`config.mk`:
```
export PLATFORM = sky130hd
export DESIGN_NAME = c8core_front
export DESIGN_NICKNAME = d
export VERILOG_FILES = /design/src/design/c8core_pkg.sv /design/src/design/c8core_front.sv
export SDC_FILE = /design/constraint.sdc
export NUM_CORES = 1
export LEC_CHECK = 0
export BUFFER_PORTS_ARGS = -buffer_cell sky130_fd_sc_hd__buf_2
export CORE_MARGIN = 2
export CORE_UTILIZATION = 56
export CTS_CLUSTER_DIAMETER = 120
export DETAILED_ROUTE_END_ITERATION = 8
export PLACE_DENSITY = 0.84
export SLEW_MARGIN = 20
export SYNTH_ARGS = -nofsm -noshare
export SYNTH_HDL_FRONTEND = slang
export SYNTH_SLANG_ARGS = --single-unit
```
`constraint.sdc`:
```
create_clock -name i_clk -period 6.31 [get_ports i_clk]
set_clock_uncertainty 0.1 [all_clocks]
set_input_delay 0.9465 -clock i_clk [delete_from_list [all_inputs] [get_ports i_clk]]
set_output_delay 0.9465 -clock i_clk [all_outputs]
set_load 0.02 [all_outputs]
```
`src/design/c8core_pkg.sv`:
```
// Shared types, constants and helper functions of the CHIP-8 instruction core.
// Used by every module of the design but c8core_ram; depends on nothing.
`default_nettype none
package c8core_pkg;

    localparam int MEM_BYTES     = 4096;
    localparam int MEM_AW        = $clog2(MEM_BYTES);
    localparam int STACK_DEPTH   = 16;
    localparam int SP_W          = $clog2(STACK_DEPTH + 1);
    localparam int STK_IW        = $clog2(STACK_DEPTH);
    localparam int SCREEN_WIDTH  = 64;
    localparam int SCREEN_HEIGHT = 32;
    localparam int ROW_W         = $clog2(SCREEN_HEIGHT);
    localparam int COL_W         = $clog2(SCREEN_WIDTH);

    localparam logic [MEM_AW-1:0] PC_RESET = 12'h200;

    localparam logic [1:0] ACT_EXEC   = 2'd0;
    localparam logic [1:0] ACT_MEM_WR = 2'd1;
    localparam logic [1:0] ACT_MEM_RD = 2'd2;
    localparam logic [1:0] ACT_ROW_RD = 2'd3;

    typedef struct packed {
        logic [1:0]        action;
        logic [MEM_AW-1:0] mem_address;
        logic [7:0]        mem_data;
        logic [ROW_W-1:0]  row_index;
        logic [15:0]       key_state;
        logic [7:0]        random_value;
    } t_in;

    typedef struct packed {
        logic [7:0]              read_byte;
        logic [SCREEN_WIDTH-1:0] row_pixels;
        logic [MEM_AW-1:0]       program_counter;
        logic                    screen_changed;
        logic                    sound_active;
        logic                    waiting_for_key;
        logic                    stack_error;
    } t_out;

    typedef enum logic [1:0] {
        K_EXEC,
        K_MEM_WR,
        K_MEM_RD,
        K_ROW_RD
    } t_kind;

    typedef struct packed {
        t_kind kind;
        t_in   item;
    } t_cmd;

    typedef struct packed {
        logic pop;
        logic clearing;
    } t_back_ctl;

    // hundreds, tens and units of a byte by reciprocal multiplication
    function automatic logic [7:0] bcd_digit(input logic [7:0] v, input logic [1:0] sel);
        logic [13:0] h_prod;
        logic [1:0]  h;
        logic [6:0]  r;
        logic [14:0] t_prod;
        logic [3:0]  t;
        logic [3:0]  u;
        h_prod = 14'(v) * 14'd41;
        h      = h_prod[13:12];
        r      = 7'(v - 8'(h) * 8'd100);
        t_prod = 15'(r) * 15'd205;
        t      = t_prod[14:11];
        u      = 4'(r - 7'(t) * 7'd10);
        case (sel)
            2'd0:    bcd_digit = 8'(h);
            2'd1:    bcd_digit = 8'(t);
            default: bcd_digit = 8'(u);
        endcase
    endfunction

endpackage
`default_nettype wire

```
`src/design/c8core_front.sv`:
```
// Front end: accepts input words, classifies the action and queues commands.
// Depends on c8core_pkg.
`default_nettype none
module c8core_front (
    input  wire logic                  i_clk,
    input  wire logic                  i_rst_n,
    input  wire logic                  i_valid,
    input  wire c8core_pkg::t_in       i_data,
    output logic                       o_stall,
    input  wire c8core_pkg::t_back_ctl i_ctl,
    output logic                       o_cmd_valid,
    output c8core_pkg::t_cmd           o_cmd
);
    c8core_pkg::t_cmd r_q [2];
    logic             r_wp;
    logic             r_rp;
    logic [1:0]       r_cnt;
    logic             push;
    logic             pop;
    c8core_pkg::t_cmd n_cmd;

    always_comb begin
        n_cmd.item = i_data;
        case (i_data.action)
            c8core_pkg::ACT_EXEC:   n_cmd.kind = c8core_pkg::K_EXEC;
            c8core_pkg::ACT_MEM_WR: n_cmd.kind = c8core_pkg::K_MEM_WR;
            c8core_pkg::ACT_MEM_RD: n_cmd.kind = c8core_pkg::K_MEM_RD;
            default:                n_cmd.kind = c8core_pkg::K_ROW_RD;
        endcase
    end

    assign o_stall     = (r_cnt == 2'd2) || i_ctl.clearing;
    assign push        = i_valid && !o_stall;
    assign pop         = i_ctl.pop && (r_cnt != 2'd0);
    assign o_cmd_valid = (r_cnt != 2'd0);
    assign o_cmd       = r_q[r_rp];

    always_ff @(posedge i_clk) begin
        if (push) begin
            r_q[r_wp] <= n_cmd;
        end
        if (!i_rst_n) begin
            r_wp  <= 1'b0;
            r_rp  <= 1'b0;
            r_cnt <= 2'd0;
        end else begin
            if (push) r_wp <= !r_wp;
            if (pop)  r_rp <= !r_rp;
            r_cnt <= r_cnt + 2'(push) - 2'(pop);
        end
    end
endmodule
`default_nettype wire

```
---- Word level (Yosys, flattened, before mapping) ----
Memory sizes are Yosys's and may differ from the RTL's. A register that Yosys moved wholly into a read port is not among the register bits.
Cells that the tools add are included.
storage, ports and cells
  flip-flop bits (word level) ............. 4
  RAM bits ................................ 106
  output and inout port bits .............. 55
  logic and storage cells ................. 22
  memories ................................ 1
cells by class
  add/subtract/negate cells ............... 2
  eq/ne operators ......................... 3
  muxes and demuxes ....................... 5
  reductions and logical operators ........ 8
memories
  name  words  bits a word  rd ports  clocked after Yosys merged registers in  write ports  RTL line            source
  r_q   2      53           1         1                                        1            c8core_front.sv:14  c8core_pkg::t_cmd r_q [2];
operators with widths
  cell                                                                    count
  2-bit one-hot mux with 3 select lines                                   1
  2-bit equality test (second input constant)                             2
  1-bit two-way mux                                                       4
  1-bit zero test                                                         3
  2-bit by 1-bit adder with 2-bit output                                  1
  2-bit by 1-bit equality test with 1-bit output (second input constant)  1
  1-bit logical AND                                                       2
  2-bit zero test                                                         1
  2-bit nonzero test                                                      1
  2-bit by 1-bit subtractor with 2-bit output                             1
  1-bit logical OR                                                        1

---- Longest topological paths before layout ----
Gate-level depths: netlist of the first run.
  depth in word-level cells ............... 6
  depth in mapped cells ................... 8

---- Least setup slack after synthesis of the first run ----
OpenSTA, ideal clock, no wires.
  path type ............................... input port to flip-flop
  start ................................... input port i_ctl[0] in the netlist's numbering
  end ..................................... memory r_q[0][0] in the netlist's numbering (enable)
  library setup time ...................... 464 ps
  arrival time ............................ 3417 ps
  required time ........................... 5746 ps
  path slack .............................. 2329 ps
  stages on the path ...................... 2
  cells stage by stage .................... nand3b_1 nor2_1
on the way
  word-level cells in the longest chain between the ends .. 5
ends and longest elaborated chain
  item                                     RTL line            source
  start: declaration                       c8core_front.sv:10  input wire c8core_pkg::t_back_ctl i_ctl,
  1-bit logical OR                         c8core_front.sv:32  assign o_stall = (r_cnt == 2'd2) || i_ctl.clearing;
  1-bit zero test                          c8core_front.sv:33  assign push = i_valid && !o_stall;
  1-bit logical AND                        c8core_front.sv:33
  1-bit two-way mux                        c8core_front.sv:39  if (push) begin
  1-bit two-way mux (implied by the code)  c8core_front.sv:40  r_q[r_wp] <= n_cmd;
  end: declaration                         c8core_front.sv:14
Every way passes these cells.

==> results of run 1 <==
==> layout by cell type, fill, tap and decap left out, types with 3 or more instances in the layout <==
master / instances
xnor2_1: 3
clkinv_1: 3
dfxtp_1: 4
clkbuf_8: 9
mux2_4: 50
buf_2: 110
edfxtp_1: 106
mux2_2: 3
==> flip-flops by register name, summed over array words and instances (netlist names), named ones only <==
register,flops
r_wp,1
r_cnt,2
r_q,106
r_rp,1
==> layer usage <==
layer / routed length, um / vias to the layer above
met5: 0 / -
met4: 146 / 0
met3: 424 / 12
met2: 3410 / 77
met1: 2530 / 1025
li1: - / 970
==> area by class of cell <==
| class | count | area (um2) | share of cell area |
|---|---|---|---|
| flip-flops and latches | 111 | 3290 | 0.645 |
| multi-input cells | 72 | 935 | 0.183 |
| repair buffers | 112 | 566 | 0.111 |
| clock buffers | 10 | 128 | 0.0250 |
| well taps | 102 | 128 | 0.0250 |
| clock inverters | 5 | 50.0 | 0.00981 |
| inverters | 2 | 7.51 | 0.00147 |
==> cell families after synthesis <==
logic type	Yosys count
buf+inv	10
fa+ha+maj	2
mux	54
compound gates	1
flops	111
simple gates	12
xor+xnor	3
==> worst max-delay path by stage <==
| stage | startpoint | to | slack (ns) | cells past startpoint |
|---|---|---|---|---|
| finish | flop | o_cmd[1] | 3.34 | 2 |
| global route | flop | o_cmd[0] | 3.22 | 2 |
| CTS | flop | o_cmd[0] | 3.28 | 2 |
| detailed placement | flop | o_cmd[0] | 3.67 | 2 |
| global placement | flop | o_cmd[0] | 3.68 | 2 |
| floorplan | i_ctl[0] | r_q[0][0]$_DFFE_PP_ | 2.33 | 2 |
==> power by group <==
| group | total [mW] | switching, mW | leakage (nW) | internal, mW |
|---|---|---|---|---|
| registers | 0.942 | 0.0724 | 1.01 | 0.869 |
| clock network | 0.388 | 0.209 | 0.0888 | 0.179 |
| logic | 0.443 | 0.211 | 0.880 | 0.231 |
==> worst reg2reg max path, stage by stage, from the launching register on <==
cell and delay, ns:
dfxtp_1 0.38, nand2b_1 0.15, nand3b_1 0.26, ha_1 0.39, inv_1 0.04, ha_1 0.19, xnor2_1 0.14, xnor2_1 0.12
and2_1 0.15
==> stage by stage <==
step                utilization  area [um2]
global placement          0.647        4920
floorplan                     -        4330
detailed placement        0.647        4920
global route              0.670        5100
finish                    0.670        5100
CTS                       0.670        5100
==> flow_summary.ini, run 1 <==
[outcome]
status = finished, final reports clean

[timing]
slew_headroom = 0.360
fin_crit_sh = 0.470
setup_viol = 0
worstMarginPinSlew_ns = 0.959
hold_viol = 0
rsz0062_at_grt = no
fin_tns_setup_ns = 0
period_minus_slack_ns = 2.97
fin_hold_ws_ns = 0.416
slew_viol_final = 0
timing.fmax_ghz = 0.337
fin_ws_ns = 3.34

[synthesis]
synthMuxAreaShare = 0.184
yosysMostFrequentCell = edfxtp_1
synth_cell_types = 19
synth-adder-area-share = 0.00578
synthSimpleGateAreaFrac = 0.0153
yosys-top-cells-area = edfxtp_1 (74%), mux2_4 (17%), buf_12 (2.3%)
ys_async_sr_fraction = 0
synth_compound_area_frac = 0.00173
synth_top_cells_by_count = edfxtp_1 (106), mux2_4 (50), buf_12 (5), dfxtp_1 (5)
postSynthCellCount = 193
synth_seq_cells = 111
synth_top_family_by_area = multiplexers
syn_area_um2 = 4330
synth.top_cell.area_share = 0.735
synthXorXnorAreaFrac = 0.00607
yosysWarnings = 0
synth_enable_flop_cells = 106
synth.largest_area_cell = edfxtp_1
synth_nets = 251
yosysSeqAreaShare = 0.758
ys.flop_type = edfxtp_1
avgSynthCellArea_um2 = 22.4

[worst_setup_path]
crit_family = flip-flops
cp_max_fo = 53
worst_r2r_startpoint = r_cnt[0]$_SDFF_PN0_
r2r-end = r_cnt[1]$_SDFF_PN0_
worstPathCellList = mux2_2 > buf_2
critPathCaptureType = output port
rr_worst_depth = 8
crit_required_ns = 5.26
cpMaxStageDelayCell = dfxtp_4
critPathMaxStageDelay_ns = 0.99
path_class = flop to output port
startpoint_type = flop
crit_buf_inv = 1
arrival_ns = 1.92
worst-r2r-setup-slack_ns = 4.30

[floorplan]
dieArea_um2 = 8450
die_h_um = 91.9
fp.coreArea_um2 = 7610
rows = 32
fp.dieW_um = 91.9
start_util = 0.569
num_io_pins = 111

[grt]
grtUsageMet3 = 0.0435
globalRouteMet2Util = 0.271
antenna_found_initial = 0
busiest_layer = met2
gr-usage-met1 = 0.176
grt_max_degree = 54
first_global_vias = 2061
grt_pass1_wl_um = 9780
grt_usage = 0.157
overflow = 0

[detailed_routing]
wl_per_cell_um = 15.7
vias = 2084
drtIter0Drc = 132
drc = 0
antenna_left = 0
drt_wl_total_um = 6510
vias_per_cell = 5.03
dr.pass1.iters = 6

[power_and_ir_drop]
power_density_nw_per_um2 = 347
ir_drop_v = 0.000189
p_leak_nw = 1.98
total_power_mw = 1.77

[placement]
gp_congestion = 0.704
dpl_worst_slack_ns = 3.67
place_inst = 399
dp_hpwl_um = 4230
numPortBuffers = 110

[cells_and_area]
final_cells = 414
syn2layout_area_growth_pct = 17.8
fin_nets = 366
drive_above_1_share = 0.577
fillers = 543
antenna_cells = 0

[clock_network]
cts_resized = 0
postCtsSetupRepairBufs = 0
clkLatencyLatePin_ns = 0.34
clock-sinks = 111
htreeDepth = 3
cts_tree = yes
cts_root_buf = clkbuf_8
cts_buffer_depth = 2
clkSlewWorstSetupHoldPaths_ns = 0.08
ctsHoldBuffers = 0
cts-buffers-inserted = 9

[flow_run]
maxCapViolCount = 0

[min_path]
min_to = r_wp$_SDFFE_PN0P_
hp-start = r_wp$_SDFFE_PN0P_
whs_path_depth = 2
hold_class = flop to flop
(Power assumes the default switching activity.)
==> run 2, diff against run 1 <==
--- a/config.mk
+++ b/config.mk
@@ -7,10 +7,10 @@
 export LEC_CHECK = 0
 export BUFFER_PORTS_ARGS = -buffer_cell sky130_fd_sc_hd__buf_2
 export CORE_MARGIN = 2
-export CORE_UTILIZATION = 56
+export CORE_UTILIZATION = 47
 export CTS_CLUSTER_DIAMETER = 120
 export DETAILED_ROUTE_END_ITERATION = 8
-export PLACE_DENSITY = 0.84
+export PLACE_DENSITY = 0.75
 export SLEW_MARGIN = 20
 export SYNTH_ARGS = -nofsm -noshare
 export SYNTH_HDL_FRONTEND = slang
==> constraint.sdc (replaced) <==
create_clock -name i_clk -period 2.71 [get_ports i_clk]
set_clock_uncertainty 0.1 [all_clocks]
set_input_delay 0.4065 -clock i_clk [delete_from_list [all_inputs] [get_ports i_clk]]
set_output_delay 0.4065 -clock i_clk [all_outputs]
set_load 0.02 [all_outputs]
==> flow_summary.ini, run 2 (same netlist as run 1, synthesis figures left out) <==
[cells_and_area]
final_common_cell = buf_2
syn2layout_area_growth_pct = 19.3
fin_nets = 369
fin_util = 0.570
antenna_cells = 0
largest_register = r_q
final_cell_mix = buf_2 (110), edfxtp_1 (106), mux2_4 (50)
top_regs = r_q x106, r_cnt x2
fillers = 713
drive_above_1_share = 0.592
largest_register_ffs = 106

[grt]
first_global_vias = 2080
antenna_found_initial = 0
grt_max_degree = 35
grt_usage = 0.136
overflow = 0
grt_pass1_wl_um = 10200

[worst_setup_path]
path_class = flop to output port
rr_worst_depth = 8
worst-r2r-setup-slack_ns = 0.72
r2r-end = r_cnt[1]$_SDFF_PN0_
crit_required_ns = 2.20
cp_max_fo = 34
critical_path.endpoint = o_cmd[0]
critPathCaptureType = output port
worstPathCellList = buf_12 > mux2_2 > buf_2
critPathMaxStageDelay_ns = 0.61
worst_r2r_startpoint = r_cnt[0]$_SDFF_PN0_
startpoint_type = flop
cpMaxStageDelayCell = dfxtp_4
arrival_ns = 1.83

[power_and_ir_drop]
p_leak_nw = 2.01
power_density_nw_per_um2 = 813
ir_drop_v = 0.000482

[detailed_routing]
vias = 2039
vias_per_cell = 4.78
wl_per_cell_um = 15.4
drt_wl_total_um = 6570
dr.pass1.iters = 4
drc = 0
drtIter0Drc = 44
antenna_left = 0

[clock_network]
cts_root_buf = clkbuf_8
ctsHoldBuffers = 0
cts_resized = 0
clock-sinks = 111
postCtsSetupRepairBufs = 0
cts_tree = yes
clkLatencyLatePin_ns = 0.34
cts-buffers-inserted = 9
cts_buffer_depth = 2
clkSlewWorstSetupHoldPaths_ns = 0.10
htreeDepth = 3

[timing]
rsz0062_at_grt = no
hold_viol = 0
period_minus_slack_ns = 2.34
timing.fmax_ghz = 0.427
setup_viol = 0
fin_tns_setup_ns = 0
worstMarginPinSlew_ns = 0.473
slew_viol_final = 0
fin_crit_sh = 0.864
slew_headroom = 0.685

[placement]
numPortBuffers = 110
dp_hpwl_um = 4360
gp_congestion = 0.651

[floorplan]
fp.dieW_um = 100
dieArea_um2 = 10000
rows = 35
start_util = 0.478
num_io_pins = 111
die_h_um = 100
fp.coreArea_um2 = 9060

[outcome]
status = finished, final reports clean

[flow_run]
maxCapViolCount = 0

[min_path]
hold_class = input port to flop
-- run 2: how the worst min path moves through the flow --
stage                     slack (ns)                   end  depth (start not counted)              start
after floorplan                 0.35     r_wp$_SDFFE_PN0P_                          2  r_wp$_SDFFE_PN0P_
after global placement          0.40     r_wp$_SDFFE_PN0P_                          2  r_wp$_SDFFE_PN0P_
after detailed placement        0.42     r_wp$_SDFFE_PN0P_                          2  r_wp$_SDFFE_PN0P_
after CTS                       0.11  r_q[0][21]$_DFFE_PP_                          1         i_data[21]
after global routing            0.10  r_q[1][13]$_DFFE_PP_                          1         i_data[13]
final                           0.13  r_q[0][21]$_DFFE_PP_                          1         i_data[21]
-- run 2: area by class of cell --
type | count | area [um2] | share of cell area
Clock buffer | 10 | 128 | 0.0247
Clock inverter | 6 | 70.1 | 0.0136
Inverter | 2 | 7.51 | 0.00145
Multi-Input combinational cell | 72 | 935 | 0.181
Sequential cell | 111 | 3290 | 0.636
Tap cell | 111 | 139 | 0.0269
Timing Repair Buffer | 115 | 601 | 0.116
-- run 2: report_power, final --
part	leakage, nW	internal (mW)	total [mW]	switching [mW]
combinational	0.899	0.549	1.12	0.575
sequential	1.01	2.02	2.11	0.0896
clock	0.101	0.435	0.962	0.527
-- run 2: stage by stage --
step           area (um2)  setup WS (ns)  hold slack, ns  std cells  power, mW
3_3_place_gp         4970          0.712           0.398        411       3.27
5_1_grt              5170          0.269           0.105        427       4.39
4_1_cts              5170          0.343           0.113        427       4.26
2_1_floorplan        4330         -0.731           0.351        193       3.06
3_5_place_dp         4970          0.670           0.420        411       3.29
6_report             5170          0.370           0.134        427       4.20
-- run 2: layer usage --
layer / track usage / wire length [um] / vias to the layer above
met4: 0.0474 / 102 / 0
met1: 0.164 / 2700 / 987
met2: 0.236 / 3370 / 68
met5: 0 / 0 / -
li1: - / - / 977
met3: 0.0376 / 398 / 7
-- run 2: worst max-delay path, delay by kind of cell, from the launching register on --
kind	cells	cell delay, ns
mux	1	0.37
buf+inv	2	0.46
flops	1	0.61
